==> config.mk <==
export PLATFORM = sky130hd
export DESIGN_NAME = tffu_dp
export DESIGN_NICKNAME = d
export VERILOG_FILES = /design/src/design/tffu_pkg.sv /design/src/design/tffu_dp.sv
export SDC_FILE = /design/constraint.sdc
export NUM_CORES = 2
export LEC_CHECK = 0
export ABC_AREA = 0
export BUFFER_PORTS_ARGS = -buffer_cell sky130_fd_sc_hd__buf_2
export CELL_PAD_IN_SITES_DETAIL_PLACEMENT = 0
export CELL_PAD_IN_SITES_GLOBAL_PLACEMENT = 1
export CORE_ASPECT_RATIO = 1.75
export CORE_MARGIN = 2
export CORE_UTILIZATION = 45
export CTS_BUF_LIST = sky130_fd_sc_hd__clkbuf_8
export CTS_CLUSTER_DIAMETER = 120
export DETAILED_ROUTE_END_ITERATION = 6
export GPL_ROUTABILITY_DRIVEN = 0
export PLACE_DENSITY_LB_ADDON = 0.1
export SETUP_SLACK_MARGIN = 0.4
export SYNTH_ARGS = -nofsm -noshare
export SYNTH_HDL_FRONTEND = slang
export SYNTH_SLANG_ARGS = --single-unit
==> constraint.sdc <==
create_clock -name i_clk -period 15.5 [get_ports i_clk]
set_clock_uncertainty 0.05 [all_clocks]
set_input_delay 0.775 -clock i_clk [delete_from_list [all_inputs] [get_ports i_clk]]
set_output_delay 0.775 -clock i_clk [all_outputs]
set_load 0.005 [all_outputs]
==> src/design/tffu_pkg.sv <==
// ----------------------------------------------------------------------------
// tffu_pkg
// Shared constants, command types and fixed-point helpers for the traffic
// flux update sweep.
// ----------------------------------------------------------------------------
package tffu_pkg;

    localparam int QW = 32;
    localparam int FW = 16;
    localparam logic signed [47:0] Q_ONE = 48'sd65536;

    localparam int MODE_W = 2;
    localparam int VM_W   = 31;
    localparam int RM_W   = 31;
    localparam int INV_W  = 31;
    localparam int TXR_W  = 17;

    localparam logic [MODE_W-1:0] MODE_GODUNOV = 2'd0;
    localparam logic [MODE_W-1:0] MODE_LW      = 2'd1;
    localparam logic [MODE_W-1:0] MODE_ROE     = 2'd2;
    localparam logic [MODE_W-1:0] MODE_ROE_FIX = 2'd3;

    localparam logic [2:0] REG_FLUX_MODE   = 3'd0;
    localparam logic [2:0] REG_MAX_SPEED   = 3'd1;
    localparam logic [2:0] REG_MAX_DENSITY = 3'd2;
    localparam logic [2:0] REG_INV_DENSITY = 3'd3;
    localparam logic [2:0] REG_STEP_RATIO  = 3'd4;

    localparam logic [VM_W-1:0]  RST_MAX_SPEED   = 31'd65536;
    localparam logic [RM_W-1:0]  RST_MAX_DENSITY = 31'd65536;
    localparam logic [INV_W-1:0] RST_INV_DENSITY = 31'd65536;
    localparam logic [TXR_W-1:0] RST_STEP_RATIO  = 17'd32768;

    localparam int OP_W = 5;
    localparam logic [OP_W-1:0] OP_IDLE = 5'd0;
    localparam logic [OP_W-1:0] OP_TL   = 5'd1;
    localparam logic [OP_W-1:0] OP_TR   = 5'd2;
    localparam logic [OP_W-1:0] OP_AL   = 5'd3;
    localparam logic [OP_W-1:0] OP_AR   = 5'd4;
    localparam logic [OP_W-1:0] OP_PL   = 5'd5;
    localparam logic [OP_W-1:0] OP_PR   = 5'd6;
    localparam logic [OP_W-1:0] OP_FL   = 5'd7;
    localparam logic [OP_W-1:0] OP_FR   = 5'd8;
    localparam logic [OP_W-1:0] OP_PK   = 5'd9;
    localparam logic [OP_W-1:0] OP_Q    = 5'd10;
    localparam logic [OP_W-1:0] OP_SEL  = 5'd11;
    localparam logic [OP_W-1:0] OP_LT   = 5'd12;
    localparam logic [OP_W-1:0] OP_TE   = 5'd13;
    localparam logic [OP_W-1:0] OP_PE   = 5'd14;
    localparam logic [OP_W-1:0] OP_FE   = 5'd15;
    localparam logic [OP_W-1:0] OP_U1   = 5'd16;
    localparam logic [OP_W-1:0] OP_OUT1 = 5'd17;
    localparam logic [OP_W-1:0] OP_U2   = 5'd18;
    localparam logic [OP_W-1:0] OP_OUT2 = 5'd19;

    typedef struct packed {
        logic [OP_W-1:0] op;
        logic            mul;
        logic            wb;
        logic            load;
        logic            commit1;
        logic            commit2;
    } t_cmd;

    typedef struct packed {
        logic held;
    } t_status;

    function automatic logic signed [47:0] sx(input logic signed [QW-1:0] v);
        return {{16{v[QW-1]}}, v};
    endfunction

    function automatic logic signed [QW-1:0] sat32(input logic signed [47:0] v);
        logic signed [QW-1:0] r;
        if (v > 48'sh0000_7FFF_FFFF) begin
            r = 32'sh7FFF_FFFF;
        end else if (v < -48'sh0000_8000_0000) begin
            r = -32'sh8000_0000;
        end else begin
            r = v[QW-1:0];
        end
        return r;
    endfunction

    function automatic logic signed [QW-1:0] qrnd(input logic signed [63:0] p);
        logic signed [63:0] t;
        t = p + 64'sd32768;
        return sat32(t[63:FW]);
    endfunction

endpackage

==> src/design/tffu_dp.sv <==
// ----------------------------------------------------------------------------
// tffu_dp
// Datapath: cell and flux registers, one shared Q16.16 multiplier with a
// product register, rounding writeback and scheme selection.
// ----------------------------------------------------------------------------
module tffu_dp (
    input  logic                              i_clk,
    input  logic                              i_rst_n,
    input  tffu_pkg::t_cmd                    i_cmd,
    input  logic signed [tffu_pkg::QW-1:0]    i_density,
    input  logic                              i_first,
    input  logic                              i_last,
    input  logic [tffu_pkg::MODE_W-1:0]       i_mode,
    input  logic [tffu_pkg::VM_W-1:0]         i_vm,
    input  logic [tffu_pkg::RM_W-1:0]         i_rhom,
    input  logic [tffu_pkg::INV_W-1:0]        i_inv,
    input  logic [tffu_pkg::TXR_W-1:0]        i_txr,
    output tffu_pkg::t_status                 o_status,
    output logic signed [tffu_pkg::QW-1:0]    o_new_density,
    output logic                              o_row_end
);

    logic signed [31:0] r_l, r_r, r_fl, r_tl, r_tr, r_al, r_ar, r_pl, r_pr;
    logic signed [31:0] r_fvl, r_fvr, r_pk, r_q, r_e, r_te, r_pe, r_fr, r_out;
    logic               r_held, r_last, r_row_end;
    logic signed [63:0] r_prod;
    logic signed [31:0] op_a, op_b, rq, vm, rhom, inv, txr, sel;
    logic signed [47:0] fix_sum;

    assign vm   = {1'b0, i_vm};
    assign rhom = {1'b0, i_rhom};
    assign inv  = {1'b0, i_inv};
    assign txr  = {{(32-tffu_pkg::TXR_W){1'b0}}, i_txr};
    assign rq   = tffu_pkg::qrnd(r_prod);

    always_comb begin
        op_a = r_l;
        op_b = inv;
        unique case (i_cmd.op)
            tffu_pkg::OP_TL: begin op_a = r_l; op_b = inv; end
            tffu_pkg::OP_TR: begin op_a = r_r; op_b = inv; end
            tffu_pkg::OP_AL: begin
                op_a = vm;
                op_b = tffu_pkg::sat32(tffu_pkg::Q_ONE - (tffu_pkg::sx(r_tl) <<< 1));
            end
            tffu_pkg::OP_AR: begin
                op_a = vm;
                op_b = tffu_pkg::sat32(tffu_pkg::Q_ONE - (tffu_pkg::sx(r_tr) <<< 1));
            end
            tffu_pkg::OP_PL: begin op_a = r_l; op_b = vm; end
            tffu_pkg::OP_PR: begin op_a = r_r; op_b = vm; end
            tffu_pkg::OP_FL: begin
                op_a = r_pl;
                op_b = tffu_pkg::sat32(tffu_pkg::Q_ONE - tffu_pkg::sx(r_tl));
            end
            tffu_pkg::OP_FR: begin
                op_a = r_pr;
                op_b = tffu_pkg::sat32(tffu_pkg::Q_ONE - tffu_pkg::sx(r_tr));
            end
            tffu_pkg::OP_PK: begin op_a = rhom; op_b = vm; end
            tffu_pkg::OP_Q: begin
                op_a = tffu_pkg::sat32(tffu_pkg::sx(r_ar) - tffu_pkg::sx(r_al));
                op_b = tffu_pkg::sat32(tffu_pkg::sx(r_r) - tffu_pkg::sx(r_l));
            end
            tffu_pkg::OP_LT: begin
                op_a = txr;
                op_b = tffu_pkg::sat32(tffu_pkg::sx(r_fvr) - tffu_pkg::sx(r_fvl));
            end
            tffu_pkg::OP_TE: begin op_a = r_e; op_b = inv; end
            tffu_pkg::OP_PE: begin op_a = r_e; op_b = vm; end
            tffu_pkg::OP_FE: begin
                op_a = r_pe;
                op_b = tffu_pkg::sat32(tffu_pkg::Q_ONE - tffu_pkg::sx(r_te));
            end
            tffu_pkg::OP_U1: begin
                op_a = txr;
                op_b = tffu_pkg::sat32(tffu_pkg::sx(r_fr) - tffu_pkg::sx(r_fl));
            end
            tffu_pkg::OP_U2: begin
                op_a = txr;
                op_b = tffu_pkg::sat32(tffu_pkg::sx(r_fvr) - tffu_pkg::sx(r_fl));
            end
            default: begin op_a = r_l; op_b = inv; end
        endcase
    end

    // scheme choice once both wave speeds and fluxes are in
    always_comb begin
        fix_sum = (tffu_pkg::sx(r_fvl) <<< 1) + (tffu_pkg::sx(r_fvr) <<< 1) - tffu_pkg::sx(r_q);
        sel = ((tffu_pkg::sx(r_al) + tffu_pkg::sx(r_ar)) >= 48'sd0) ? r_fvl : r_fvr;
        if (r_al <= 32'sd0 && r_ar >= 32'sd0) begin
            if (i_mode == tffu_pkg::MODE_GODUNOV) begin
                sel = r_pk >>> 2;
            end else if (i_mode == tffu_pkg::MODE_ROE_FIX) begin
                sel = tffu_pkg::sat32(fix_sum >>> 2);
            end
        end
    end

    always_ff @(posedge i_clk) begin
        if (i_cmd.mul) begin
            r_prod <= 64'(op_a) * 64'(op_b);
        end
        if (i_cmd.wb) begin
            unique case (i_cmd.op)
                tffu_pkg::OP_TL:  r_tl  <= rq;
                tffu_pkg::OP_TR:  r_tr  <= rq;
                tffu_pkg::OP_AL:  r_al  <= rq;
                tffu_pkg::OP_AR:  r_ar  <= rq;
                tffu_pkg::OP_PL:  r_pl  <= rq;
                tffu_pkg::OP_PR:  r_pr  <= rq;
                tffu_pkg::OP_FL:  r_fvl <= rq;
                tffu_pkg::OP_FR:  r_fvr <= rq;
                tffu_pkg::OP_PK:  r_pk  <= rq;
                tffu_pkg::OP_Q:   r_q   <= rq;
                tffu_pkg::OP_SEL: r_fr  <= sel;
                tffu_pkg::OP_LT:
                    r_e <= tffu_pkg::sat32((tffu_pkg::sx(r_l) + tffu_pkg::sx(r_r)
                                            - tffu_pkg::sx(rq)) >>> 1);
                tffu_pkg::OP_TE:  r_te  <= rq;
                tffu_pkg::OP_PE:  r_pe  <= rq;
                tffu_pkg::OP_FE:  r_fr  <= rq;
                tffu_pkg::OP_U1: begin
                    r_out     <= tffu_pkg::sat32(tffu_pkg::sx(r_l) - tffu_pkg::sx(rq));
                    r_row_end <= 1'b0;
                end
                tffu_pkg::OP_U2: begin
                    r_out     <= tffu_pkg::sat32(tffu_pkg::sx(r_r) - tffu_pkg::sx(rq));
                    r_row_end <= 1'b1;
                end
                default: ;
            endcase
        end
        if (i_cmd.load) begin
            r_r    <= i_density;
            r_last <= i_last;
        end
    end

    always_ff @(posedge i_clk) begin
        if (!i_rst_n) begin
            r_l    <= '0;
            r_fl   <= '0;
            r_held <= 1'b0;
        end else if (i_cmd.load) begin
            if (i_first || !r_held) begin
                r_fl   <= '0;
                r_held <= 1'b0;
                if (!i_last) begin
                    r_l    <= i_density;
                    r_held <= 1'b1;
                end
            end
        end else if (i_cmd.commit1) begin
            r_fl <= r_fr;
            if (!r_last) begin
                r_l <= r_r;
            end
        end else if (i_cmd.commit2) begin
            r_l    <= '0;
            r_fl   <= '0;
            r_held <= 1'b0;
        end
    end

    assign o_status.held = r_held;
    assign o_new_density = r_out;
    assign o_row_end     = r_row_end;

endmodule

# After elaboration in Yosys (flattened, before gate mapping)
# Cells that the tools add are included.
[totals]
regBits = 643
[classes]
mux = 52
n_mul = 1
reduce_logical = 31
magnitude_cmp = 33
n_eq_ne = 22
add_sub_neg = 18
[ops]
columns = ["operator", "n"]
rows = [
  ["32-bit two-way mux", 42],
  ["33-bit by 32-bit greater-than comparator with 1-bit output, second input constant", 12],
  ["33-bit by 32-bit less-than comparator with 1-bit output, second input constant", 12],
  ["32-bit one-hot mux with 10 select lines", 1],
  ["32-bit one-hot mux with 9 select lines", 1],
  ["32-bit by 32-bit subtractor with 33-bit output", 7],
  ["32-bit one-hot mux with 2 select lines", 2],
  ["18-bit by 32-bit subtractor with 33-bit output, first input constant", 3],
  ["34-bit by 32-bit greater-than comparator with 1-bit output, second input constant", 2],
  ["34-bit by 32-bit less-than comparator with 1-bit output, second input constant", 2],
  ["18-bit by 33-bit subtractor with 34-bit output, first input constant", 2],
  ["32-bit by 32-bit adder with 33-bit output", 2],
  ["64-bit by 17-bit adder with 64-bit output, second input constant", 1],
  ["32-bit by 32-bit multiplier with 64-bit output", 1],
  ["48-bit by 32-bit greater-than comparator with 1-bit output, second input constant", 1],
  ["48-bit by 32-bit less-than comparator with 1-bit output, second input constant", 1],
  ["5-bit by 4-bit equality test with 1-bit output, second input constant", 8],
  ["34-bit by 32-bit subtractor with 35-bit output", 1],
  ["33-bit by 33-bit adder with 34-bit output", 1],
  ["33-bit by 32-bit subtractor with 34-bit output", 1],
  ["33-bit by 1-bit greater-or-equal comparator with 1-bit output, second input constant", 1],
  ["32-bit by 1-bit greater-or-equal comparator with 1-bit output, second input constant", 1],
  ["32-bit by 1-bit less-or-equal comparator with 1-bit output, second input constant", 1],
  ["2-bit AND reduction", 16],
  ["other kinds (21)", 35],
]

# Longest topological paths before layout
[depth]
depth_word = 9
ltp_mapped = 52
ltp_nobuf = 51

# Worst setup path after synthesis
# OpenSTA, ideal clock, no wires.
[synth_path]
path_type = "register to register"
start = "reg r_tr[0]"
end = "reg r_prod[56], data pin"
period_less_slack_ps = 12236
t_required_ps = 15191
t_arrival_ps = 11927
path_stages_with_launch = 49
path_buffers = 4
path_slack_ps = 3264
setup_ps = 259
cell_sequence = "edfxtp_1 clkbuf_1 inv_1 ha_1 clkbuf_1 nor3b_2 nand2_1 o21a_1 or4_1 buf_2 a221oi_4 a21oi_1 a2111oi_0 nand2_1 nor3_1 o21ai_0 o32ai_1 clkbuf_1 (+13 left out) ha_1 a21o_1 a21o_1 a21o_1 a21o_1 a21oi_1 o21ai_0 a21o_1 a221o_1 a21oi_1 nand2_1 o211ai_1 a211oi_1 o41ai_2 o21ai_1 a311o_1 a21oi_1 xnor2_1"
[synth_between]
elab_chain_len = 6
elab_cells_between_ends = 12
classes_between = "add/sub (2); mul (1); order compare (4); mux (5)"
[synth_lines]
columns = ["element", "line", "source"]
rows = [
  ["from (decl)", "tffu_dp.sv:23", "logic signed [31:0] r_l, r_r, r_fl, r_tl, r_tr, r_al, r_ar, r_pl, r_pr;"],
  ["from (signal assigned)", "tffu_dp.sv:107", "tffu_pkg::OP_TR: r_tr <= rq;"],
  ["18-bit by 33-bit subtractor with 34-bit output / 18-bit by 32-bit subtractor with 33-bit output (equally long branches)", "tffu_dp.sv:48, tffu_dp.sv:58", ""],
  ["34-bit by 32-bit less-than comparator with 1-bit output / 33-bit by 32-bit less-than comparator with 1-bit output (equally long branches)", "tffu_pkg.sv:77", "end else if (v < -48'sh0000_8000_0000) begin"],
  ["32-bit two-way mux", "tffu_pkg.sv:77", ""],
  ["32-bit two-way mux", "tffu_pkg.sv:75", "if (v > 48'sh0000_7FFF_FFFF) begin"],
  ["32-bit one-hot mux with 10 select lines *", "tffu_dp.sv:39", "unique case (i_cmd.op)"],
  ["32-bit by 32-bit multiplier with 64-bit output *", "tffu_dp.sv:102", "r_prod <= 64'(op_a) * 64'(op_b);"],
  ["to (signal assigned)", "tffu_dp.sv:102", ""],
  ["to (decl)", "tffu_dp.sv:26", "logic signed [63:0] r_prod;"],
]
# Mark *: on every way between the ends. The rest lies on a longest branch, timed or not.
# A chain may end at the register's enable or synchronous reset.

# Worst setup path in the final report
[layout_path]
start = "reg r_tl[0]"
end = "reg r_prod[56], data pin"
[layout_between]
elab_chain_len = 6
elab_cells_between_ends = 12
classes_between = "add/sub (2); mul (1); order compare (4); mux (5)"
[layout_lines]
columns = ["element", "line", "source"]
rows = [
  ["from (decl)", "tffu_dp.sv:23", ""],
  ["from (signal assigned)", "tffu_dp.sv:106", "tffu_pkg::OP_TL: r_tl <= rq;"],
  ["18-bit by 33-bit subtractor with 34-bit output / 18-bit by 32-bit subtractor with 33-bit output (equally long branches)", "tffu_dp.sv:44, tffu_dp.sv:54", ""],
  ["34-bit by 32-bit less-than comparator with 1-bit output / 33-bit by 32-bit less-than comparator with 1-bit output (equally long branches)", "tffu_pkg.sv:77", ""],
  ["32-bit two-way mux", "tffu_pkg.sv:77", ""],
  ["32-bit two-way mux", "tffu_pkg.sv:75", ""],
  ["32-bit one-hot mux with 10 select lines *", "tffu_dp.sv:39", ""],
  ["32-bit by 32-bit multiplier with 64-bit output *", "tffu_dp.sv:102", ""],
]
# Marks and branches as above.

==> impl_metrics.py <==
metrics = {
    "status": {
        "status": "finished, violations left",
        "violations": "DRC, capacitance limit, slew limit",
    },
    "worst_setup_path": {
        "critPathMaxStageDelay_ns": 0.87,
        "crit_path_start_kind": "register",
        "timing_worst_setup_path_type": "reg -> reg",
        "end_kind": "register",
        "cpMostUsedCell": "fa_1",
        "cp.arrival_ns": 15.48,
        "required_ns": 16.07,
        "crit_buf_inv": 5,
        "path_max_fanout": 9,
        "critPathTopFamily": "adder cells",
        "slowest_stage": "fa_1",
    },
    "yosys": {
        "synthMuxAreaShare_pct": 0.432,
        "yosysSeqAreaShare_pct": 21.7,
        "synth_top_area_share_pct": 27.6,
        "syn_nets": 11100,
        "synthFlopType": "edfxtp_1",
        "syn_area_um2": 83700,
        "synth-edff-count": 561,
        "synth-compound-area-share_pct": 14.4,
        "yosysWarnings": 0,
        "ys_ff_latch": 626,
        "avgSynthCellArea_um2": 9.02,
        "synth_area_leaders": "fa_1 28%, edfxtp_1 20%, ha_1 7.6%",
        "ys_async_sr_fraction_pct": 0,
        "synth_xor_area_share_pct": 4.18,
        "synth_adder_area_share_pct": 35.3,
        "synth_cell_type_count": 101,
        "synth_top_cell_by_area": "fa_1",
        "syn_inst": 9277,
        "yosys.area_share.simple_pct": 14.9,
        "synth_top_family_by_area": "adder cells",
    },
    "sta": {
        "rsz0062_at_grt": "false",
        "finalWorstSetupSlack_ns": 0.593,
        "worstMarginPinSlew_ns": 1.75,
        "timing.final.crit_period_ns": 14.91,
        "fmax_mhz": 67.1,
        "setup_viol": 0,
        "hold_viol": 0,
        "finalMaxSlewViolations": 20,
        "final.setup.tns_ns": 0,
        "slew_headroom_pct": -16.9,
        "holdWs_ns": 0.103,
        "fin_crit_sh_pct": 96.2,
    },
    "place": {
        "dp_hpwl_mm": 324,
        "portBuffers": 191,
        "pre_cts_ws_ns": 0.733,
    },
    "drt": {
        "drt-wirelength-per-cell_um": 34.5,
        "drc": 2,
        "viasPerCell": 6.33,
        "first_pass_iters": 7,
        "drtAntennaViolNets": 0,
        "first_iter_violations": 8895,
        "num_vias": 76000,
        "wl_mm": 414,
    },
    "final_layout": {
        "multi_input_area_um2": 58900,
        "seq_area_um2": 18100,
        "largest_register": "r_prod",
        "largest_reg_flops": 49,
        "num-fill-cells": 17900,
        "syn_to_final_growth_pct": 9.58,
        "fin_nets": 11300,
        "fin_util_pct": 49.6,
        "drive_gt1_share_pct": 8.54,
    },
    "global_routing": {
        "antenna_found_initial": 39,
        "grt_first_pass_wirelength_mm": 575,
        "grt_max_degree": 70,
        "grt_usage_pct": 43.9,
        "grt_overflow_total": 0,
        "grt_pass1_vias": 77100,
    },
    "die": {
        "die-area_um2": 190000,
        "initial_utilization_pct": 45.3,
        "ios": 192,
        "die_h_um": 574,
        "core_um2": 185000,
        "die_x_um": 330,
        "rows": 209,
    },
    "clocking": {
        "cts.sinks": 626,
        "clock_path_buffers": 3,
        "root_buffer": "clkbuf_8",
        "htreeDepth": 3,
        "postCtsHoldBufs": 0,
        "clk_latency_ns": 0.91,
        "cts_buffers": 94,
        "clkTransAtPathRegs_ns": 0.09,
        "cts_tree": "built",
    },
    "worst_hold_path": {
        "hp-class": "in -> reg",
    },
    "run": {
        "cap_viol_max_count": 5,
    },
}
[metrics by stage]
| stage | cells | instance area (µm²) |
|---|---|---|
| global placement | 11800 | 89300 |
| detailed placement | 11800 | 89300 |
| finish | 12000 | 91700 |
| global route | 12000 | 91600 |
| CTS | 12000 | 91500 |
| floorplan | 9277 | 83700 |
[Yosys cell counts, drive strengths merged, types with 59 or more instances]
cell type,count
a21oi,529
nor2,865
nand2,914
ha,507
a21boi,69
and3,59
fa,1154
nand3,165
a21o,114
xor2,152
edfxtp,561
inv,1628
o21ai,321
o211ai,84
nor2b,77
a22oi,70
dfxtp,65
nand2b,109
nor3,138
nand4,78
xnor2,247
clkbuf,368
o21a,80
[kinds of logic after synthesis]
group,count (synthesis)
simple gates,2718
buf+inv,2017
compound gates,1812
fa+ha+maj,1669
flops,626
xor+xnor,399
mux,36
[worst paths after layout]
path | startpoint | endpoint | slack (ns) | cells after the start
worst max-delay path | r_tl[0] | r_prod[56] | 0.59 | 40
worst min-delay path | i_density[8] | r_r[8] | 0.10 | 1
worst max register to register | r_tl[0] | r_prod[56] | 0.59 | 40
worst min register to register | r_fl[24] | r_fl[24] | 0.43 | 2
[layout by cell type, fill, tap and decap left out, types with 190 or more instances in the layout]
cell / Yosys / routed
edfxtp_1: 561 / 561
o21ai_0: 309 / 289
nand2_1: 914 / 914
buf_4: 0 / 286
nor2_1: 864 / 852
buf_2: 4 / 190
xnor2_1: 247 / 247
ha_1: 507 / 507
fa_1: 1154 / 1154
inv_1: 1628 / 1650
a21oi_1: 528 / 511
[worst register-to-register path: cells and delay by family (launching register included)]
kind / cells / cell delay [ns]
AOI/OAI and AO/OA: 14 / 4.21
and+or+nand+nor: 9 / 3.11
adders and majority gates: 10 / 5.42
DFF: 1 / 0.59
xor gates and xnor gates: 2 / 0.58
buffers and inverters: 5 / 0.67
[final cells by class]
type / instances / share of cell area (%)
Multi-Input combinational cell: 6634 / 64.2
Inverter: 1631 / 6.68
Tap cell: 2426 / 3.31
Clock buffer: 97 / 1.46
Antenna cell: 30 / 0.0819
Sequential cell: 626 / 19.8
Clock inverter: 80 / 0.947
Timing Repair Buffer: 482 / 3.49
[routing by layer]
layer  GRT usage, %  routed length (µm)  vias up
met4           50.5               62000       14
met1           42.8              122000    37700
met2           69.5              189000     4986
met3           12.8               40800     2132
li1               -                   -    31200
met5              0                 100        -
[what timing repair did]
action | in CTS | in global routing
buffers inserted | 0 | 3
resized for setup | 0 | 8
endpoints found under the setup margin | 0 | 15
Power is left out: the tool's default activity adds up to more than one toggle a clock period on the data nets, which glitch-free logic cannot reach.
