`src/design/tffu_pkg.sv`:
```
// ----------------------------------------------------------------------------
// tffu_pkg
// Shared constants, command types and fixed-point helpers for the traffic
// flux update sweep.
// ----------------------------------------------------------------------------
package tffu_pkg;

    localparam int QW = 32;
    localparam int FW = 16;
    localparam logic signed [47:0] Q_ONE = 48'sd65536;

    localparam int MODE_W = 2;
    localparam int VM_W   = 31;
    localparam int RM_W   = 31;
    localparam int INV_W  = 31;
    localparam int TXR_W  = 17;

    localparam logic [MODE_W-1:0] MODE_GODUNOV = 2'd0;
    localparam logic [MODE_W-1:0] MODE_LW      = 2'd1;
    localparam logic [MODE_W-1:0] MODE_ROE     = 2'd2;
    localparam logic [MODE_W-1:0] MODE_ROE_FIX = 2'd3;

    localparam logic [2:0] REG_FLUX_MODE   = 3'd0;
    localparam logic [2:0] REG_MAX_SPEED   = 3'd1;
    localparam logic [2:0] REG_MAX_DENSITY = 3'd2;
    localparam logic [2:0] REG_INV_DENSITY = 3'd3;
    localparam logic [2:0] REG_STEP_RATIO  = 3'd4;

    localparam logic [VM_W-1:0]  RST_MAX_SPEED   = 31'd65536;
    localparam logic [RM_W-1:0]  RST_MAX_DENSITY = 31'd65536;
    localparam logic [INV_W-1:0] RST_INV_DENSITY = 31'd65536;
    localparam logic [TXR_W-1:0] RST_STEP_RATIO  = 17'd32768;

    localparam int OP_W = 5;
    localparam logic [OP_W-1:0] OP_IDLE = 5'd0;
    localparam logic [OP_W-1:0] OP_TL   = 5'd1;
    localparam logic [OP_W-1:0] OP_TR   = 5'd2;
    localparam logic [OP_W-1:0] OP_AL   = 5'd3;
    localparam logic [OP_W-1:0] OP_AR   = 5'd4;
    localparam logic [OP_W-1:0] OP_PL   = 5'd5;
    localparam logic [OP_W-1:0] OP_PR   = 5'd6;
    localparam logic [OP_W-1:0] OP_FL   = 5'd7;
    localparam logic [OP_W-1:0] OP_FR   = 5'd8;
    localparam logic [OP_W-1:0] OP_PK   = 5'd9;
    localparam logic [OP_W-1:0] OP_Q    = 5'd10;
    localparam logic [OP_W-1:0] OP_SEL  = 5'd11;
    localparam logic [OP_W-1:0] OP_LT   = 5'd12;
    localparam logic [OP_W-1:0] OP_TE   = 5'd13;
    localparam logic [OP_W-1:0] OP_PE   = 5'd14;
    localparam logic [OP_W-1:0] OP_FE   = 5'd15;
    localparam logic [OP_W-1:0] OP_U1   = 5'd16;
    localparam logic [OP_W-1:0] OP_OUT1 = 5'd17;
    localparam logic [OP_W-1:0] OP_U2   = 5'd18;
    localparam logic [OP_W-1:0] OP_OUT2 = 5'd19;

    typedef struct packed {
        logic [OP_W-1:0] op;
        logic            mul;
        logic            wb;
        logic            load;
        logic            commit1;
        logic            commit2;
    } t_cmd;

    typedef struct packed {
        logic held;
    } t_status;

    function automatic logic signed [47:0] sx(input logic signed [QW-1:0] v);
        return {{16{v[QW-1]}}, v};
    endfunction

    function automatic logic signed [QW-1:0] sat32(input logic signed [47:0] v);
        logic signed [QW-1:0] r;
        if (v > 48'sh0000_7FFF_FFFF) begin
            r = 32'sh7FFF_FFFF;
        end else if (v < -48'sh0000_8000_0000) begin
            r = -32'sh8000_0000;
        end else begin
            r = v[QW-1:0];
        end
        return r;
    endfunction

    function automatic logic signed [QW-1:0] qrnd(input logic signed [63:0] p);
        logic signed [63:0] t;
        t = p + 64'sd32768;
        return sat32(t[63:FW]);
    endfunction

endpackage

```
`src/design/tffu_ctrl.sv`:
```
// ----------------------------------------------------------------------------
// tffu_ctrl
// Sequencer: walks the multiply schedule for one cell and runs the
// input and output handshakes.
// ----------------------------------------------------------------------------
module tffu_ctrl (
    input  logic                           i_clk,
    input  logic                           i_rst_n,
    input  logic                           i_in_valid,
    input  logic                           i_first,
    input  logic                           i_last,
    input  logic                           i_out_ready,
    input  logic [tffu_pkg::MODE_W-1:0]    i_mode,
    input  tffu_pkg::t_status              i_status,
    output logic                           o_in_ready,
    output logic                           o_out_valid,
    output tffu_pkg::t_cmd                 o_cmd
);

    logic [tffu_pkg::OP_W-1:0] r_state, n_state;
    logic r_phase, n_phase;
    logic r_iface, n_iface;
    logic r_last, n_last;
    logic is_mul, lw, step_done, in_acc, out_acc, iface_in;
    logic [tffu_pkg::OP_W-1:0] nxt;

    assign lw = (i_mode == tffu_pkg::MODE_LW);
    assign is_mul = !(r_state == tffu_pkg::OP_IDLE || r_state == tffu_pkg::OP_SEL ||
                      r_state == tffu_pkg::OP_OUT1 || r_state == tffu_pkg::OP_OUT2);
    assign o_in_ready  = (r_state == tffu_pkg::OP_IDLE);
    assign o_out_valid = (r_state == tffu_pkg::OP_OUT1) || (r_state == tffu_pkg::OP_OUT2);
    assign in_acc  = o_in_ready && i_in_valid;
    assign out_acc = o_out_valid && i_out_ready;
    assign iface_in = i_status.held && !i_first;
    assign step_done = is_mul ? r_phase : (r_state == tffu_pkg::OP_SEL);

    always_comb begin
        unique case (r_state)
            tffu_pkg::OP_TL:  nxt = tffu_pkg::OP_TR;
            tffu_pkg::OP_TR:  nxt = !r_iface ? tffu_pkg::OP_PR
                                   : (lw ? tffu_pkg::OP_PL : tffu_pkg::OP_AL);
            tffu_pkg::OP_AL:  nxt = tffu_pkg::OP_AR;
            tffu_pkg::OP_AR:  nxt = tffu_pkg::OP_PL;
            tffu_pkg::OP_PL:  nxt = tffu_pkg::OP_PR;
            tffu_pkg::OP_PR:  nxt = r_iface ? tffu_pkg::OP_FL : tffu_pkg::OP_FR;
            tffu_pkg::OP_FL:  nxt = tffu_pkg::OP_FR;
            tffu_pkg::OP_FR:  nxt = !r_iface ? tffu_pkg::OP_U2
                                   : (lw ? tffu_pkg::OP_LT : tffu_pkg::OP_PK);
            tffu_pkg::OP_PK:  nxt = tffu_pkg::OP_Q;
            tffu_pkg::OP_Q:   nxt = tffu_pkg::OP_SEL;
            tffu_pkg::OP_SEL: nxt = tffu_pkg::OP_U1;
            tffu_pkg::OP_LT:  nxt = tffu_pkg::OP_TE;
            tffu_pkg::OP_TE:  nxt = tffu_pkg::OP_PE;
            tffu_pkg::OP_PE:  nxt = tffu_pkg::OP_FE;
            tffu_pkg::OP_FE:  nxt = tffu_pkg::OP_U1;
            tffu_pkg::OP_U1:  nxt = tffu_pkg::OP_OUT1;
            tffu_pkg::OP_U2:  nxt = tffu_pkg::OP_OUT2;
            default:          nxt = tffu_pkg::OP_IDLE;
        endcase
    end

    always_comb begin
        n_state = r_state;
        n_phase = r_phase;
        n_iface = r_iface;
        n_last  = r_last;
        priority if (r_state == tffu_pkg::OP_IDLE) begin
            if (i_in_valid) begin
                n_iface = iface_in;
                n_last  = i_last;
                n_phase = 1'b0;
                n_state = iface_in ? tffu_pkg::OP_TL
                        : (i_last ? tffu_pkg::OP_TR : tffu_pkg::OP_IDLE);
            end
        end else if (r_state == tffu_pkg::OP_OUT1) begin
            if (i_out_ready) begin
                n_state = r_last ? tffu_pkg::OP_U2 : tffu_pkg::OP_IDLE;
            end
        end else if (r_state == tffu_pkg::OP_OUT2) begin
            if (i_out_ready) begin
                n_state = tffu_pkg::OP_IDLE;
            end
        end else if (step_done) begin
            n_state = nxt;
            n_phase = 1'b0;
        end else begin
            n_phase = 1'b1;
        end
    end

    always_ff @(posedge i_clk) begin
        if (!i_rst_n) begin
            r_state <= tffu_pkg::OP_IDLE;
            r_phase <= 1'b0;
            r_iface <= 1'b0;
            r_last  <= 1'b0;
        end else begin
            r_state <= n_state;
            r_phase <= n_phase;
            r_iface <= n_iface;
            r_last  <= n_last;
        end
    end

    always_comb begin
        o_cmd.op      = r_state;
        o_cmd.mul     = is_mul && !r_phase;
        o_cmd.wb      = (is_mul && r_phase) || (r_state == tffu_pkg::OP_SEL);
        o_cmd.load    = in_acc;
        o_cmd.commit1 = out_acc && (r_state == tffu_pkg::OP_OUT1);
        o_cmd.commit2 = out_acc && (r_state == tffu_pkg::OP_OUT2);
    end

    a_no_overlap: assert property (@(posedge i_clk) disable iff (!i_rst_n)
        !(o_in_ready && o_out_valid)) else $error("input and output open together");
    a_wb_after_mul: assert property (@(posedge i_clk) disable iff (!i_rst_n)
        (o_cmd.wb && is_mul) |-> $past(o_cmd.mul)) else $error("writeback without product");
    a_leave_idle: assert property (@(posedge i_clk) disable iff (!i_rst_n)
        (in_acc && (iface_in || i_last)) |=> (r_state != tffu_pkg::OP_IDLE))
        else $error("work item dropped");

endmodule

```
`config.mk`:
```
export PLATFORM = sky130hd
export DESIGN_NAME = tffu_ctrl
export DESIGN_NICKNAME = d
export VERILOG_FILES = /design/src/design/tffu_pkg.sv /design/src/design/tffu_ctrl.sv
export SDC_FILE = /design/constraint.sdc
export NUM_CORES = 1
export LEC_CHECK = 0
export BUFFER_PORTS_ARGS = -buffer_cell sky130_fd_sc_hd__buf_2
export CORE_MARGIN = 5
export CORE_UTILIZATION = 55
export DETAILED_ROUTE_END_ITERATION = 10
export PLACE_DENSITY = 0.87
export SLEW_MARGIN = 20
export SYNTH_ARGS = -nofsm -noshare
export SYNTH_HDL_FRONTEND = slang
export SYNTH_SLANG_ARGS = --single-unit
```
`constraint.sdc`:
```
create_clock -name i_clk -period 2.39 [get_ports i_clk]
set_input_delay 0.239 -clock i_clk [delete_from_list [all_inputs] [get_ports i_clk]]
set_output_delay 0.239 -clock i_clk [all_outputs]
set_load 0.02 [all_outputs]
```
---- Word-level counts from Yosys, hierarchy flattened ----
Index checks and enable logic that the tools add are counted.
cells by class
  multiplexer cells ....................... 22
  reductions and logical operators ........ 21
  eq/ne operators ......................... 25
operators by type and width
  operator                                                               number
  5-bit case mux with 16 select lines                                    1
  5-bit two-way mux                                                      9
  5-bit by 4-bit equality test with 1-bit output, second input constant  8
  5-bit by 3-bit equality test with 1-bit output, second input constant  4
  5-bit equality test, second input constant                             4
  5-bit by 2-bit equality test with 1-bit output, second input constant  2
  3-bit two-way mux                                                      3
  1-bit logical AND                                                      7
  1-bit two-way mux                                                      6
  2-bit != test, second input constant                                   3
  3-bit != test, second input constant                                   2
  5-bit by 1-bit equality test with 1-bit output, second input constant  1
  5-bit logical NOT                                                      1
  1-bit logical OR                                                       5
  2-bit two-way mux                                                      2
  4-bit two-way mux                                                      1
  4-bit AND reduction                                                    1
  4-bit nonzero test                                                     1
  1-bit logical NOT                                                      3
  3-bit AND reduction                                                    1
  2-bit by 1-bit equality test with 1-bit output, second input constant  1
  2-bit AND reduction                                                    1
  2-bit OR reduction                                                     1
word-level totals
  logic and storage cells ................. 72
  flip-flop bits (word level) ............. 8
  input port bits ......................... 9

---- Depth between registers and ports, before layout ----
Gate-level depths: netlist of run 1.
  depth in word-level cells ............... 9
  depth in mapped cells ................... 7

---- Worst setup path before layout of run 1 ----
No wires, ideal clock.
  path kind ............................... reg2out
  from .................................... register r_state[0] (netlist bit)
  to ...................................... output o_cmd[3] (netlist bit)
  cell stages (with the launch flop) ...... 7
  data arrival time ....................... 1537 ps
  slack ................................... 614 ps
  cell sequence ........................... dfxtp_1 -> buf_6 -> buf_2 -> nor3_1 -> a21oi_1 -> nor2_1 -> o21ai_0
RTL lines
  item                      RTL line         RTL
  start: declaration        tffu_ctrl.sv:20  logic [tffu_pkg::OP_W-1:0] r_state, n_state;
  start signal: assignment  tffu_ctrl.sv:93  r_state <= tffu_pkg::OP_IDLE;
  start signal: assignment  tffu_ctrl.sv:98  r_state <= n_state;
  end: declaration          tffu_ctrl.sv:17  output tffu_pkg::t_cmd o_cmd

==> summary.txt, run 1 <==
Run status
  – Status: completed

Global routing
  – Met2 GRT Util: 26.52%
  – Pin count of the biggest net entering global routing: 22
  – GR Util met1: 24.73%
  – Top Usage Layer GRT: met2
  – Initial antenna violation count: 0
  – Vias in the first global route: 780
  – Gr ovfl total: 0
  – First-pass GRT wire length: 3512 um
  – GR Util met3: 2.752%
  – All-layer global routing usage: 17.65%

Place
  – I/O Buffers: 20
  – Detailed Place HPWL: 1513 um
  – Place WS: 0.4964 ns
  – Area post-placement: 885.9 um2
  – RD Place Congestion: 0.8718

Critical path
  – Worst flop-to-flop path endpoint: r_state[1]
  – R2r setup slk: 0.46 ns
  – CP Max Fanout: 21
  – Crit path max-delay cell type: dfxtp_1
  – Worst reg-to-reg path cell count: 5
  – CP Cell Sequence: and3_2, o21ai_2, a21oi_1, nor2_1, buf_2
  – Reg2reg start: r_state[0]
  – Largest stage delay, worst path: 0.75 ns
  – Worst Path Required: 2.15 ns
  – Startpoint class of the critical path: register
  – Crit Path Class: reg2out
  – CP arrival: 1.88 ns
  – Crit. End Element: primary output

Min path
  – Hold Path Class: in2reg
  – Worst hold start: i_last
  – Worst Hold Path EP: r_last
  – Hold Crit Depth: 3

Power
  – Sw Share: 53.12%
  – Sequential share of power: 25.8%
  – IR drop worst, VDD: 0.0007887 V
  – Clk pwr share: 8.7%
  – Comb pwr share: 65.5%
  – Pwr Density: 1398 nW/um2
  – P_sw: 0.6744 mW
  – LEAKAGE: 0.3836 nW
  – Int Pwr: 0.5951 mW

STA
  – Worst-case clock skew: 0.006143 ns
  – Period utilization: 88.87%
  – RSZ-0062 raised after global routing: false
  – Relative slew margins: 54.62%
  – Setup violations, final: 0
  – Fmax: 470.8 MHz
  – Setup ws final: 0.2660 ns
  – Hold Fails Final Rpt: 0
  – Setup TNS: 0 ns
  – Fin. max-slew vios: 0
  – Tmin final: 2.124 ns
  – Worst Tran Pin Value: 0.6798 ns

CTS
  – Worst-skew pair later-pin latency: 0.27 ns
  – Clock Sinks: 8
  – Cts bufs inserted: 3
  – H-tree level count: 1
  – Root buf cell: clkbuf_4
  – Worst-path clk slew: 0.06 ns
  – Hold_buf cts: 0
  – TritonCTS clock tree: done
  – # resized after CTS: 0
  – Maximum buffer depth of the clock tree: 2
  – Post-CTS Setup Repair Bufs: 0

Cells and area
  – Nets: 138
  – Syn-to-layout area delta: 9.009%
  – Most common cell after layout, fill and taps aside: buf_2
  – Antenna cells: 0
  – Share of layout cells above drive strength 1: 24.41%
  – Post-route design area: 908.4 um2
  – Commonest non-fill, non-tap cells in the layout: 20 x buf_2, 12 x nor2_1, 9 x a21oi_1
  – Fill cell count: 151

Logic synthesis
  – Ys Warns: 0
  – Cell taking the most area after synthesis: dfxtp_1
  – Synth cell types: 45
  – Cells after synthesis: 114
  – Cell Area, Synth: 833.3 um2
  – Synth top area share: 19.22%
  – Main synth FF type: dfxtp_1
  – Async S/R FF share, synth: 0%
  – Mapped Nets: 123
  – Avg Cell Area, Syn: 7.310 um2
  – Seq/Total Area, Yosys: 19.22%
  – Area contributors post-synth: dfxtp_1 19%, a21oi_1 5.4%, nor2_1 5.4%, nor2b_1 4.5%, mux2i_1 3.6%
  – Yosys reg bits: 8
  – Number of synthesized flops with an enable pin: 0

Drt
  – Post-route ant nets: 0
  – Initial DRC Count: 22
  – Vias: 896
  – Final Routed Wirelength: 2022 um
  – DRC viols: 0
  – Wire length per cell: 14.14 um
  – Vias per cell: 6.266
  – Drt first pass iters: 4

Flow run
  – Max_cap viols: 0

Floorplanning
  – Site row count: 14
  – Die footprint: 2394 um2
  – Die Height: 48.93 um
  – CORE AREA: 1471 um2
  – Starting Density: 56.63%
  – Die Wd: 48.93 um
  – Number of top-level pins: 21
[sequential cells by signal, summed over array words and instances (netlist names)]
signal / cells
r_state: 5
r_last: 1
r_iface: 1
r_phase: 1
[final cells by class]
type / instances / area (um2) / share of cell area, %
multi-input combinational: 89 / 579.3 / 63.77
sequential: 8 / 160.2 / 17.63
timing repair buffer: 20 / 100.1 / 11.02
inverter: 7 / 26.28 / 2.893
clock buffer: 3 / 22.52 / 2.479
tap: 16 / 20.02 / 2.204
[worst max-delay path by stage]
stage | start | endpoint | slack, ns | cells past startpoint
global placement | r_state[0] | r_state[1] | 0.56 | 5
CTS | r_state[0] | o_cmd[4] | 0.29 | 5
floorplan | r_state[0] | o_cmd[3] | 0.61 | 6
finish | r_state[0] | o_cmd[4] | 0.27 | 5
detailed placement | r_state[0] | r_state[1] | 0.50 | 5
global route | r_state[0] | o_cmd[4] | 0.13 | 5
[cells by family after synthesis]
logic type             Yosys count  share of synthesized area (%)
AO/OA/AOI/OAI                   37                          31.83
buffers and inverters           17                          11.26
flip-flops                       8                          19.22
multiplexers                     4                          4.955
AND/OR/NAND/NOR                 48                          32.73
[through the flow]
step / hold WS [ns] / std cells / power [mW] / utilization [%]
after floorplan: 0.3648 / 114 / 1.027 / -
after global routing: 0.2910 / 143 / 1.386 / 61.73
after global placement: 0.4744 / 140 / 1.131 / 60.20
final: 0.2197 / 143 / 1.270 / 61.73
after detailed placement: 0.4892 / 140 / 1.156 / 60.20
after CTS: 0.2216 / 143 / 1.266 / 61.73
[power by group through the flow]
stage	sequential (mW)	combinational, mW	clock (mW)
after floorplan	0.266	0.761	0
after global placement	0.320	0.810	0
after detailed placement	0.326	0.829	0
after CTS	0.324	0.833	0.109
after global routing	0.348	0.918	0.121
final	0.327	0.832	0.110
[per-layer routing]
layer  up-vias  part of all wire, %
li1        439                    -
met1       419                   44
met2        33                   48
met3         5                  6.1
met4         0                  1.6
met5         -                    0
[synth_stat cells (2+ instances only)]
master and number:
nor3_1 5, dfxtp_1 8, buf_4 3, nor3b_1 2, buf_6 2, a21oi_1 9, mux2i_1 3, o211ai_1 2
clkbuf_1 2, nand2_1 7, a211o_1 2, nor2b_1 6, buf_2 3, o22ai_1 2, nand2b_1 4, o21ai_0 6
a32oi_1 2, nand3_1 2, nor2_1 12, inv_1 7
[critical path, delay by kind of cell, from the launching register on]
kind	cells	cell delay [ns]
flip-flops	1	0.75
AND/OR/NAND/NOR	2	0.41
AO/OA/AOI/OAI	2	0.30
buffers and inverters	1	0.16
Note: power is estimated with default switching activity, not from simulation.
==> run 2, diff against run 1 <==
Settings changed: CELL_PAD_IN_SITES_DETAIL_PLACEMENT set to 0, CELL_PAD_IN_SITES_GLOBAL_PLACEMENT set to 1, CORE_UTILIZATION 55 to 39.
==> run 2 against run 1 <==
Maximum frequency rose by 1.2%. Clock skew fell by 0.0027 ns. Clock-buffer cell count did not move. Die area rose by 32%. Hold slack improved by 0.019 ns. Utilization fell by 16 points. Sequential cell count did not move. Critical path depth did not move. Critical path type unchanged. Critical endpoint unchanged. Largest power group unchanged.
==> summary.txt, run 2 (synthesis gave the netlist of run 1 again) <==
Cells and area
  – Finished Layout Cells: 154
  – Largest register by flop count: r_state
  – Commonest non-fill, non-tap cells in the layout: 20 x buf_2, 12 x nor2_1, 9 x a21oi_1
  – Syn-to-layout area delta: 10.66%
  – Antenna cells: 0
  – Share of layout cells above drive strength 1: 24.41%
  – Max reg flops: 5
  – Post-route design area: 922.1 um2
  – Nets: 138
  – Most common cell after layout, fill and taps aside: buf_2
  – Fin util: 46.06%

Drt
  – Wire length per cell: 14.00 um
  – Initial DRC Count: 30
  – WL met3: 105 um
  – M1 WL: 1006 um
  – Final Routed Wirelength: 2156 um
  – Vias: 881
  – Drt first pass iters: 4
  – DR top layer: met4
  – Post-route ant nets: 0
  – Met2 routed WL: 1013 um
  – Vias per cell: 5.721
  – DRC viols: 0

Min path
  – Worst hold start: i_last
  – Hold Crit Depth: 3
  – Worst Hold Path EP: r_last
  – Hold Path Class: in2reg

Critical path
  – Startpoint class of the critical path: register
  – Worst Path Required: 2.15 ns
  – R2r setup slk: 0.46 ns
  – Crit. End Element: primary output
  – CP Max Fanout: 21
  – Crit Path Class: reg2out
  – Reg2reg start: r_state[0]
  – Worst flop-to-flop path endpoint: r_state[1]
  – Worst reg-to-reg path cell count: 5
  – CP arrival: 1.86 ns

Place
  – Place WS: 0.4869 ns
  – RD Place Congestion: 0.8684
  – I/O Buffers: 20
  – Cells after DPL: 151
  – Area post-placement: 899.6 um2
  – Detailed Place HPWL: 1608 um

CTS
  – Worst-skew pair later-pin latency: 0.26 ns
  – Worst-path clk slew: 0.06 ns
  – Clock Sinks: 8
  – H-tree level count: 1
  – Post-CTS Setup Repair Bufs: 0
  – Cts bufs inserted: 3
  – # resized after CTS: 0
  – Maximum buffer depth of the clock tree: 2
  – Hold_buf cts: 0
  – TritonCTS clock tree: done
  – Root buf cell: clkbuf_4

STA
  – Setup violations, final: 0
  – Hold Fails Final Rpt: 0
  – Minimum hold slack: 0.2391 ns
  – Fin. max-slew vios: 0
  – Period utilization: 87.79%
  – Tmin final: 2.098 ns
  – Fmax: 476.6 MHz
  – RSZ-0062 raised after global routing: false
  – Worst Tran Pin Value: 0.6649 ns
  – Worst-case clock skew: 0.003433 ns
  – Setup ws final: 0.2919 ns
  – Setup TNS: 0 ns
  – Relative slew margins: 55.62%

Flow run
  – Max_cap viols: 0

Run status
  – Status: completed

Power
  – Pwr Density: 1375 nW/um2
  – Overall Power: 1.268 mW
  – IR drop worst, VDD: 0.0006603 V
  – LEAKAGE: 0.3836 nW

Floorplanning
  – Starting Density: 41.62%
  – Die Height: 56.23 um
  – Number of top-level pins: 21
  – Die Wd: 56.23 um
  – CORE AREA: 2002 um2
  – Site row count: 16
  – Die footprint: 3161 um2

Global routing
  – All-layer global routing usage: 13.72%
  – Gr ovfl total: 0
  – First-pass GRT wire length: 3539 um
  – Initial antenna violation count: 0
  – Pin count of the biggest net entering global routing: 22
  – Vias in the first global route: 787
-- run 2: worst max path at each step --
stage	start	to	slack [ns]
after floorplan	r_state[0]	o_cmd[3]	0.61
after global placement	r_state[0]	r_state[1]	0.55
after detailed placement	r_state[0]	r_state[1]	0.49
after CTS	r_state[0]	o_cmd[4]	0.29
after global routing	r_state[0]	o_cmd[4]	0.19
final	r_state[0]	o_cmd[4]	0.29
-- run 2: final cells by class --
cell class / count / area [um2]
fill: 216 / 1080
tap: 27 / 33.78
timing repair buffer: 20 / 100.1
inverter: 7 / 26.28
sequential: 8 / 160.2
clock buffer: 3 / 22.52
multi-input combinational: 89 / 579.3
-- run 2: worst max-delay path, cell delays in order, from the launching register on --
cell	delay (ns)
dfxtp_1	0.74
and3_2	0.36
o21ai_2	0.09
a21oi_1	0.20
nor2_1	0.05
buf_2	0.15
-- run 2: layer usage --
layer	track usage [%]	vias up
li1	-	444
met1	18.60	402
met2	21.54	29
met3	2.088	6
met4	5.424	0
met5	0	-
-- run 2: where the power goes --
| group | switching (mW) | leakage [nW] | internal [mW] |
|---|---|---|---|
| combinational | 0.472 | 0.304 | 0.361 |
| sequential | 0.150 | 0.0654 | 0.176 |
| clock | 0.0510 | 0.0138 | 0.0578 |
| total | 0.673 | 0.384 | 0.595 |
==> run 3, diff against run 2 <==
Settings changed: ABC_AREA set to 1, CORE_UTILIZATION 39 to 37, PLACE_DENSITY 0.87 to 0.88, REMOVE_ABC_BUFFERS set to 1.
==> run 3 against run 2 <==
Area after synthesis decreased by 5.3%. First-iteration DRC count is 27% lower. Non-clock buffer count is the same. Sequential share of layout area is 0.26 points higher. Clock power is 6% lower. Critical path type unchanged.
==> summary.txt, run 3 <==
Run status
  – Status: completed

STA
  – Fin. max-slew vios: 0
  – Setup violations, final: 0
  – Worst Tran Pin Value: 0.4527 ns
  – Tmin final: 1.893 ns
  – Period utilization: 79.19%
  – Setup TNS: 0 ns
  – Hold Fails Final Rpt: 0
  – RSZ-0062 raised after global routing: false
  – Setup ws final: 0.4974 ns
  – Worst-case clock skew: 0.006962 ns
  – Fmax: 528.4 MHz
  – Relative slew margins: 69.78%

Power
  – Int Pwr: 0.4286 mW
  – Comb pwr share: 64.6%
  – Pwr Density: 1039 nW/um2
  – LEAKAGE: 0.4932 nW
  – Sw Share: 54.59%
  – P_sw: 0.5152 mW
  – Sequential share of power: 24.4%
  – Overall Power: 0.9437 mW
  – IR drop worst, VDD: 0.0005784 V
  – Clk pwr share: 10.9%

Global routing
  – Initial antenna violation count: 0
  – All-layer global routing usage: 12.91%
  – First-pass GRT wire length: 3325 um
  – Pin count of the biggest net entering global routing: 12
  – Gr ovfl total: 0
  – Vias in the first global route: 787

Drt
  – Vias per cell: 4.944
  – Initial DRC Count: 22
  – DRC viols: 0
  – Final Routed Wirelength: 1940 um
  – Drt first pass iters: 4
  – Post-route ant nets: 0
  – Vias: 880
  – Wire length per cell: 10.90 um

Floorplanning
  – Number of top-level pins: 21
  – Starting Density: 39.44%
  – Die footprint: 3158 um2
  – Site row count: 16
  – Die Height: 56.20 um
  – CORE AREA: 2002 um2
  – Die Wd: 56.20 um

CTS
  – TritonCTS clock tree: done
  – Root buf cell: clkbuf_4
  – H-tree level count: 1
  – # resized after CTS: 0
  – Clock Sinks: 8
  – Hold_buf cts: 0
  – Cts bufs inserted: 3
  – Worst-skew pair later-pin latency: 0.26 ns
  – Maximum buffer depth of the clock tree: 2
  – Worst-path clk slew: 0.05 ns
  – Post-CTS Setup Repair Bufs: 0

Critical path
  – Startpoint class of the critical path: register
  – Crit. End Element: primary output
  – Crit path max-delay cell type: nor2_2
  – Buffers & Inverters on Critical Path: 2
  – CP delay by family, top: simple AND/OR/NAND/NOR gates
  – CP Max Fanout: 11
  – Largest stage delay, worst path: 0.40 ns
  – CP arrival: 1.65 ns
  – CP Cell Sequence: nor2_2, nand3_1, nand2_1, inv_2, nand2_1, o21ai_0, buf_2
  – Crit Path Class: reg2out
  – Most frequent CP cell: nand2_1
  – Worst Path Required: 2.15 ns

Place
  – Cells after DPL: 175
  – Place WS: 0.7320 ns
  – Detailed Place HPWL: 1599 um
  – I/O Buffers: 20
  – RD Place Congestion: 0.8782

Cells and area
  – Most common cell after layout, fill and taps aside: nand2_1
  – Antenna cells: 0
  – Commonest non-fill, non-tap cells in the layout: 33 x nand2_1, 20 x inv_1, 20 x buf_2
  – Footprint of the multi-input gates: 504.2 um2
  – Max reg flops: 5
  – Nets: 162
  – Syn-to-layout area delta: 15.06%
  – Share of layout cells above drive strength 1: 25.17%
  – Fill cell count: 230
  – Reg area: 160.2 um2
  – Largest register by flop count: r_state
  – Finished Layout Cells: 178

Logic synthesis
  – Cells after synthesis: 132
  – Seq/Total Area, Yosys: 20.29%
  – Synth top area share: 20.29%
  – Area contributors post-synth: dfxtp_1 20%, nand2_1 16%, nand3_1 11%, inv_1 9.5%, nor2_1 6.2%
  – Commonest cells in the netlist: 33 x nand2_1, 20 x inv_1, 17 x nand3_1
  – Cell Area, Synth: 789.5 um2
  – Avg Cell Area, Syn: 5.981 um2
  – Yosys reg bits: 8
  – Cell taking the most area after synthesis: dfxtp_1
  – Number of synthesized flops with an enable pin: 0
  – Synth cell types: 26
  – Main synth FF type: dfxtp_1
  – Async S/R FF share, synth: 0%
  – Ys Warns: 0
  – Count leader, synth: nand2_1

Min path
  – Hold Path Class: in2reg

Flow run
  – Max_cap viols: 0
## run 3: changes by cell type after synthesis, moves of 3 or more
| cell | previous run | this run |
|---|---|---|
| o21a_1 | 0 | 3 |
| inv_1 | 7 | 20 |
| nand4_1 | 0 | 3 |
| nor2b_1 | 6 | 0 |
| nand2b_1 | 4 | 0 |
| mux2i_1 | 3 | 0 |
| nand2_1 | 7 | 33 |
| o21ai_0 | 6 | 3 |
| nand3_1 | 2 | 17 |
## run 3: final timing paths
check | start | endpoint | slack [ns] | depth (start not counted)
setup reg to reg | r_state[3] | r_state[3] | 0.72 | 8
hold reg to reg | r_last | r_last | 0.49 | 2
hold / removal | i_rst_n | r_iface | 0.23 | 3
setup / recovery | r_state[3] | o_cmd[3] | 0.50 | 7
## run 3: power groups by stage
stage	logic [mW]	clock network, mW	registers [mW]
after floorplan	0.450	0	0.245
after global placement	0.609	0	0.231
after detailed placement	0.607	0	0.232
after CTS	0.611	0.106	0.229
after global routing	0.688	0.114	0.238
final	0.610	0.103	0.230
## run 3: worst min-delay path: cells and delay by family
family,cells,cell delay (ns)
AOI/OAI and AO/OA,2,0.10
buffers and inverters,1,0.10
## run 3: cell families after synthesis
family | share of synthesized area [%]
simple gates | 50.87
flops | 20.28
compound gates | 13.00
buf+inv | 15.85
## run 3: area by class of cell
cell class / instances / share of cell area (%)
clock buffer: 3 / 2.479
inverter: 23 / 9.642
multi-input combinational: 97 / 55.51
sequential: 8 / 17.63
tap: 27 / 3.719
timing repair buffer: 20 / 11.02
## run 3: through the flow
step	hold slack [ns]	cell area, um2	utilization [%]
after floorplan	0.3774	752.0	-
after global placement	0.4706	885.9	44.25
after detailed placement	0.4869	885.9	44.25
after CTS	0.2329	908.4	45.38
after global routing	0.2261	908.4	45.38
final	0.2341	908.4	45.38
## run 3: per-layer routing
metal / global-route usage, % / vias to the layer above / share of wire, %
met3: 2.088 / 4 / 3.7
li1: - / 466 / -
met1: 16.25 / 389 / 48
met2: 21.20 / 21 / 48
met5: 0 / - / 0
met4: 6.102 / 0 / 1.2
